## config.mk

```make
export PLATFORM = sky130hd
export DESIGN_NAME = rlsia_ctrl
export DESIGN_NICKNAME = d
export VERILOG_FILES = /design/src/hdl/rlsia_pkg.sv /design/src/hdl/rlsia_ctrl.sv
export SDC_FILE = /design/constraint.sdc
export NUM_CORES = 1
export LEC_CHECK = 0
export BUFFER_PORTS_ARGS = -buffer_cell sky130_fd_sc_hd__clkbuf_2
export CAP_MARGIN = 20
export CELL_PAD_IN_SITES_DETAIL_PLACEMENT = 1
export CELL_PAD_IN_SITES_GLOBAL_PLACEMENT = 2
export CORE_MARGIN = 5
export CORE_UTILIZATION = 17
export DETAILED_ROUTE_END_ITERATION = 7
export GPL_TIMING_DRIVEN = 0
export PLACE_DENSITY = 0.8
export SYNTH_ARGS = -nofsm -noshare
export SYNTH_HDL_FRONTEND = slang
export SYNTH_SLANG_ARGS = --single-unit
```

## constraint.sdc

```tcl
create_clock -name clk -period 1.55 [get_ports clk]
set_clock_uncertainty 0.1 [all_clocks]
set_input_delay 0.31 -clock clk [delete_from_list [all_inputs] [get_ports clk]]
set_output_delay 0.31 -clock clk [all_outputs]
set_load 0.1 [all_outputs]
```

## src/hdl/rlsia_pkg.sv

```systemverilog
// Shared types and constants for the record list block.
// No dependencies; imported by every module of the block except rlsia_ram.
`timescale 1ns / 1ps

package rlsia_pkg;

	localparam int LIST_DEPTH = 128;
	localparam int IDX_W = $clog2(LIST_DEPTH);
	localparam int LEN_W = $clog2(LIST_DEPTH + 1);
	localparam int CMP_W = (LEN_W > 8) ? LEN_W : 8;

	typedef enum logic [1:0] {
		FUNC_INSERT = 2'd0,
		FUNC_REMOVE = 2'd1,
		FUNC_SWAP   = 2'd2,
		FUNC_FIND   = 2'd3
	} func_t;

	typedef enum logic [1:0] {
		ST_OK      = 2'd0,
		ST_FULL    = 2'd1,
		ST_INVALID = 2'd2
	} status_t;

	typedef struct packed {
		func_t              func;
		logic signed [31:0] item_code;
		logic signed [31:0] item_price;
		logic signed [31:0] item_quantity;
		logic [7:0]         remove_count;
		logic [7:0]         pos_first;
		logic [7:0]         pos_second;
	} req_beat_t;

	typedef struct packed {
		status_t            status;
		logic [7:0]         list_length;
		logic [6:0]         found_index;
		logic signed [31:0] found_code;
		logic signed [31:0] found_price;
		logic signed [31:0] found_quantity;
	} rsp_beat_t;

	typedef struct packed {
		logic signed [31:0] code;
		logic signed [31:0] price;
		logic signed [31:0] quantity;
	} record_t;

	localparam int REC_W = $bits(record_t);

	typedef enum logic [2:0] {
		S_IDLE,
		S_DECODE,
		S_SW_RD2,
		S_SW_WR1,
		S_SW_WR2,
		S_FD_RUN,
		S_FD_TAIL,
		S_FINISH
	} state_t;

	typedef enum logic [1:0] {
		RD_FIRST,
		RD_SECOND,
		RD_SCAN
	} rd_sel_t;

	typedef enum logic [1:0] {
		WR_INSERT,
		WR_FIRST,
		WR_SECOND
	} wr_sel_t;

	typedef struct packed {
		logic    load_in;
		logic    set_status;
		status_t status;
		logic    insert;
		logic    remove;
		logic    rd_en;
		rd_sel_t rd_sel;
		logic    wr_en;
		wr_sel_t wr_sel;
		logic    hold_first;
		logic    scan_start;
		logic    scan_issue;
		logic    out_load;
	} dp_cmd_t;

	typedef struct packed {
		func_t func;
		logic  full;
		logic  remove_bad;
		logic  swap_bad;
		logic  empty;
		logic  scan_last;
		logic  out_free;
	} dp_stat_t;

endpackage

```

## src/hdl/rlsia_ctrl.sv

```systemverilog
// Controller state machine for the record list block.
// Depends on rlsia_pkg; drives rlsia_dp through dp_cmd_t.
`timescale 1ns / 1ps

module rlsia_ctrl (
	input  logic               clk,
	input  logic               arst_n,
	input  logic               req_valid,
	output logic               req_ready,
	input  rlsia_pkg::dp_stat_t stat,
	output rlsia_pkg::dp_cmd_t  cmd
);

	import rlsia_pkg::*;

	state_t state_q;
	state_t state_nxt;

	always_ff @(posedge clk or negedge arst_n) begin
		if (!arst_n) begin
			state_q <= S_IDLE;
		end else begin
			state_q <= state_nxt;
		end
	end

	always_comb begin
		state_nxt = state_q;
		unique case (state_q)
			S_IDLE: begin
				if (req_valid) begin
					state_nxt = S_DECODE;
				end
			end
			S_DECODE: begin
				unique case (stat.func)
					FUNC_SWAP: state_nxt = stat.swap_bad ? S_FINISH : S_SW_RD2;
					FUNC_FIND: state_nxt = stat.empty ? S_FINISH : S_FD_RUN;
					default:   state_nxt = S_FINISH;
				endcase
			end
			S_SW_RD2:  state_nxt = S_SW_WR1;
			S_SW_WR1:  state_nxt = S_SW_WR2;
			S_SW_WR2:  state_nxt = S_FINISH;
			S_FD_RUN: begin
				if (stat.scan_last) begin
					state_nxt = S_FD_TAIL;
				end
			end
			S_FD_TAIL: state_nxt = S_FINISH;
			S_FINISH: begin
				if (stat.out_free) begin
					state_nxt = S_IDLE;
				end
			end
			default:   state_nxt = S_IDLE;
		endcase
	end

	always_comb begin
		cmd = '0;
		cmd.status = ST_OK;
		cmd.rd_sel = RD_FIRST;
		cmd.wr_sel = WR_INSERT;
		req_ready = 1'b0;
		unique case (state_q)
			S_IDLE: begin
				req_ready = 1'b1;
				cmd.load_in = req_valid;
			end
			S_DECODE: begin
				cmd.set_status = 1'b1;
				unique case (stat.func)
					FUNC_INSERT: begin
						if (stat.full) begin
							cmd.status = ST_FULL;
						end else begin
							cmd.insert = 1'b1;
							cmd.wr_en = 1'b1;
							cmd.wr_sel = WR_INSERT;
						end
					end
					FUNC_REMOVE: begin
						if (stat.remove_bad) begin
							cmd.status = ST_INVALID;
						end else begin
							cmd.remove = 1'b1;
						end
					end
					FUNC_SWAP: begin
						if (stat.swap_bad) begin
							cmd.status = ST_INVALID;
						end else begin
							cmd.rd_en = 1'b1;
							cmd.rd_sel = RD_FIRST;
						end
					end
					FUNC_FIND: begin
						if (stat.empty) begin
							cmd.status = ST_INVALID;
						end else begin
							cmd.scan_start = 1'b1;
						end
					end
					default: cmd.status = ST_INVALID;
				endcase
			end
			S_SW_RD2: begin
				// first entry is on the read port now, second read goes out
				cmd.hold_first = 1'b1;
				cmd.rd_en = 1'b1;
				cmd.rd_sel = RD_SECOND;
			end
			S_SW_WR1: begin
				cmd.wr_en = 1'b1;
				cmd.wr_sel = WR_FIRST;
			end
			S_SW_WR2: begin
				cmd.wr_en = 1'b1;
				cmd.wr_sel = WR_SECOND;
			end
			S_FD_RUN: begin
				cmd.rd_en = 1'b1;
				cmd.rd_sel = RD_SCAN;
				cmd.scan_issue = 1'b1;
			end
			S_FD_TAIL: begin
				cmd.set_status = 1'b1;
				cmd.status = ST_OK;
			end
			S_FINISH: begin
				cmd.out_load = stat.out_free;
			end
			default: begin
				req_ready = 1'b0;
			end
		endcase
	end

endmodule

```

## Yosys cells after proc, flatten, opt, wreduce, memory -nomap -nowiden

Index checks and enable logic that the tools add are counted.

| operators by class | value |
|---|---|
| equality and inequality tests | 13 |
| muxes and demuxes | 32 |
| reduce and logical (&&, ||, !) cells | 4 |

Operators by type and width:

| kind | count |
|---|---|
| $mux 3 | 8 |
| $pmux 3 s7 | 1 |
| $pmux 3 s3 | 2 |
| $mux 1 | 13 |
| $eq 3x3->1 const B | 4 |
| $pmux 3 s2 | 2 |
| $mux 2 | 5 |
| $pmux 2 s4 | 1 |
| $eq 3x2->1 const B | 2 |
| $ne 2x2->1 const B | 3 |
| $eq 2x2->1 const B | 2 |
| $eq 3x1->1 const B | 1 |
| $logic_not 3->1 | 1 |
| $reduce_and 3->1 | 1 |
| $eq 2x1->1 const B | 1 |
| $logic_not 2->1 | 1 |
| $reduce_or 2->1 | 1 |

| storage, ports and cells | value |
|---|---|
| bits in registers | 3 |
| input bits | 11 |
| output and inout bits | 17 |
| word-level logic and storage cells | 50 |

## Logic depth before layout (Yosys ltp)

| depth | value |
|---|---|
| depth after elaboration | 3 |
| gate-level depth with buffers | 5 |
| gate-level depth less buffers | 4 |

## Worst setup path after synthesis

No wires, ideal clock.

| timing path | value |
|---|---|
| kind | register -> output |
| start point | reg state_q[2] |
| end point | out cmd[15] (netlist name) |
| arrival time | 3639 ps |
| required time | 1140 ps |
| slack | -2499 ps |
| cell stages (with the launch flop) | 4 |
| path through | dfrtp_1 > buf_2 > nor3_1 > and2_1 |

RTL lines:

| element | line | text |
|---|---|---|
| start, declared | rlsia_ctrl.sv:16 | `state_t state_q;` |
| start signal, assigned | rlsia_ctrl.sv:23 | `state_q <= state_nxt;` |
| end, declared | rlsia_ctrl.sv:11 | `output rlsia_pkg::dp_cmd_t cmd` |

==> results.md <==
* FF-to-FF setup slack at -110 ps
* Clock Path Buffers at 2
* FMAX at 484 MHz
* Initial DRC Count at 11
* Antenna violations before repair at 0
* Period minus WS final at between 2000 and 2500 ps
* Top_reg_cell synth: dfrtp_1
* Status: complete, but fails checks
* Final WL at 2840 um
* Failing checks: negative setup slack
* Slowest CP cell: dfrtp_1
* Psw at between 1.5 and 2 mW
* RSZ-0062 raised after global routing: true
* Share of power burned in registers at 5.3%
* Setup ws final at -514 ps
* I/O Pins at 28
* Number of warnings issued by yosys at 0
* Leakage at 0.569 nW
* CTS tree: done
* Met2 routed WL at 1530 um
* First-pass GRT wire length at 3490 um
* Rows at 16
* Crit path launch type: register
* Cell variety after synth at 23
* Critical path capture point type: primary output
* Routability Congestion at 0.766
* Layout cells sized above 1 at 81.1%
* Worst VDD drop at 1.45 mV
* Clock Latency Late Sink at 260 ps
* Overflow after GRT at 0
* Net Sw Frac at a little over half
* Sequential cell area at 77.6 um^2
* CP delay by family, top: simple AND/OR/NAND/NOR gates
* Clock root cell: clkbuf_4
* DR vias at 638
* DR top layer: met4
* Vias in the first global route at 656
* Clock sinks at 3
* Final setup viols at 19
* Synth top area share at 20.3%
* Max cap viols at 0
* Final hold vios at 0
* Nets at roughly 120
* Number of enable flip-flop cells after synthesis at 0
* Core Box Area at about 2000 um^2
* Die area at 3200 um^2
* Mean Syn Cell Area at 6.96 um^2
* Hold/Removal Path Class: input pin to register
* WL per Instance at 21.4 um
* Largest net degree at the start of global routing at 11
* Filler instances at 199
* Synth top cells by count: 9 x nor2_1, 5 x nand2_1, 5 x o21ai_0
* H-Tree Depth at 1
* Synth area leaders: dfrtp_1 20%, nor2_1 9.2%, nor3b_2 6.8%, o21ai_0 6.8%, nand2_1 5.1%
* N_diodes at 0
* Die X at between 50 and 60 um
* Syn_nets at 64
* Kind of critical path: register to primary output
* Largest regs: state_q x3
* DR pass1 iterations at 6
* Syn Inst Count at 53
* Via-to-Cell Ratio at roughly 4.8
* Top reg by flops: state_q
* GRT Util Overall at 14.6%
* Pre-CTS WS at -564 ps
* Number of buffers and inverters on the critical path at 1
* Metal3 WL at 187 um
* Combinational fraction of design power at 89.9%
* Post-synth top area cell: dfrtp_1
* Crit-path cells: nand2b_4 -> or3_4 -> nor3b_4 -> clkbuf_16
* Design area at roughly 1300 um^2
* Slew HR at between 80% and 90%
* Area Growth Syn to Fin at 261%
* CP arrival at 1650 ps
* Syn Std Cell Area at 369 um^2
* Area of the multi-input gates at 450 um^2
* Part of the cycle the worst path needs at 133%
* Clock slew at reported path FFs at 40 ps
* #FFs+latches synth at 3
* Ys async rst share at 100%
* Routed length on met1 at 1060 um
* Pins over their slew limit at 0
* Crit-path max FO at 3
* Port-buffer cells at 26
* Chip height at 56.6 um
* Worst Tran Pin Value at 283 ps
* Internal Dissipation at 1.51 mW
* Critical Path RT at 1140 ps
* Most common cell in the netlist: nor2_1
* Total CTS buffers at 3
* Initial core utilization at a little under a fifth
* Clock power frac at between 4 and 5%
* Routed Antenna Nets at 0
* DP HPWL at 1120 um
* Max incr delay on CP at a little under 400 ps
* Remaining DRCs at 0
* Max FFs per register at 3
* Pwr per Cell Area at 2510 nW/um^2
* Sequential area share after synthesis at approximately 20%
* Placed cell area at 666 um^2
## cell type report
cell class	count	area share, %
Clock buffer	4	1.97
Inverter	1	0.564
Buffer	4	3.85
Timing Repair Buffer	50	51.4
Sequential cell	3	5.83
Multi-Input combinational cell	44	33.8
Tap cell	27	2.54
## per-layer routing
metal / vias to the layer above / global-route usage [%]
li1: 293 / -
met1: 312 / 14.8
met2: 27 / 27.4
met3: 6 / 5.50
met4: 0 / 3.73
met5: - / 0
## cell families after synthesis
group | Yosys count | synth area share [%]
AOI/OAI and AO/OA | 12 | 17.6
DFF | 3 | 20.3
muxes | 2 | 5.76
buffers and inverters | 6 | 9.15
and+or+nand+nor | 30 | 47.1
## layout by cell type, fill, tap and decap left out, drive strengths merged
master        n
nand2b        3
o21ai         5
nor3b         2
dfrtp         3
a21oi         3
clkbuf       29
and3b         1
and3          2
nand2         5
clkinvlp      1
and2          1
nor3          3
mux2i         1
or3           1
nor2          9
nor4          1
mux2          1
dlygate4sd3   1
a31oi         2
o22ai         2
and4          1
nand4b        1
buf          28
## power groups by stage
stage          clock network (mW)  logic, mW  registers (mW)
2_1_floorplan                   0       1.47           0.167
3_5_place_dp                    0       1.67           0.183
3_3_place_gp                    0       1.66           0.182
4_1_cts                     0.143       2.47           0.181
5_1_grt                     0.170       3.10           0.178
6_report                    0.160       3.00           0.177
## timing repair
action                                 in CTS  in global routing
hold buffers                                1                  0
pin swaps                                   7                  9
endpoints found under the hold margin       3                  0
gates resized for setup                    63                 28
setup buffers                              11                 14
setup endpoints to repair                  17                 19
## path summary, 6_finish.rpt
kind / start / cells past startpoint / to
min in group asynchronous: arst_n / 2 / state_q[0]
min reg2reg: state_q[0] / 2 / state_q[0]
max in group asynchronous: arst_n / 2 / state_q[2]
max reg2reg: state_q[1] / 6 / state_q[0]
min: stat[0] / 3 / state_q[1]
max: state_q[1] / 4 / cmd[10]
## through the flow
step | util, % | hold slack [ps] | power, mW | instances | TNS [ps]
6_report | 65.8 | 310 | 3.34 | 133 | -6570
5_1_grt | 65.8 | 342 | 3.45 | 133 | -7350
4_1_cts | 56.9 | 278 | 2.79 | 122 | -4880
3_5_place_dp | 32.9 | 9.05 | 1.85 | 106 | -5240
3_3_place_gp | 32.9 | 7.68 | 1.84 | 106 | -5100
2_1_floorplan | - | -85.6 | 1.63 | 53 | -5370
## worst register-to-register path, cell delays in order (launching register included)
cell,delay [ps]
dfrtp_1,390
buf_4,170
buf_8,140
buf_4,140
mux2i_1,220
a31oi_1,170
a31oi_1,240
(Power assumes the default switching activity.)
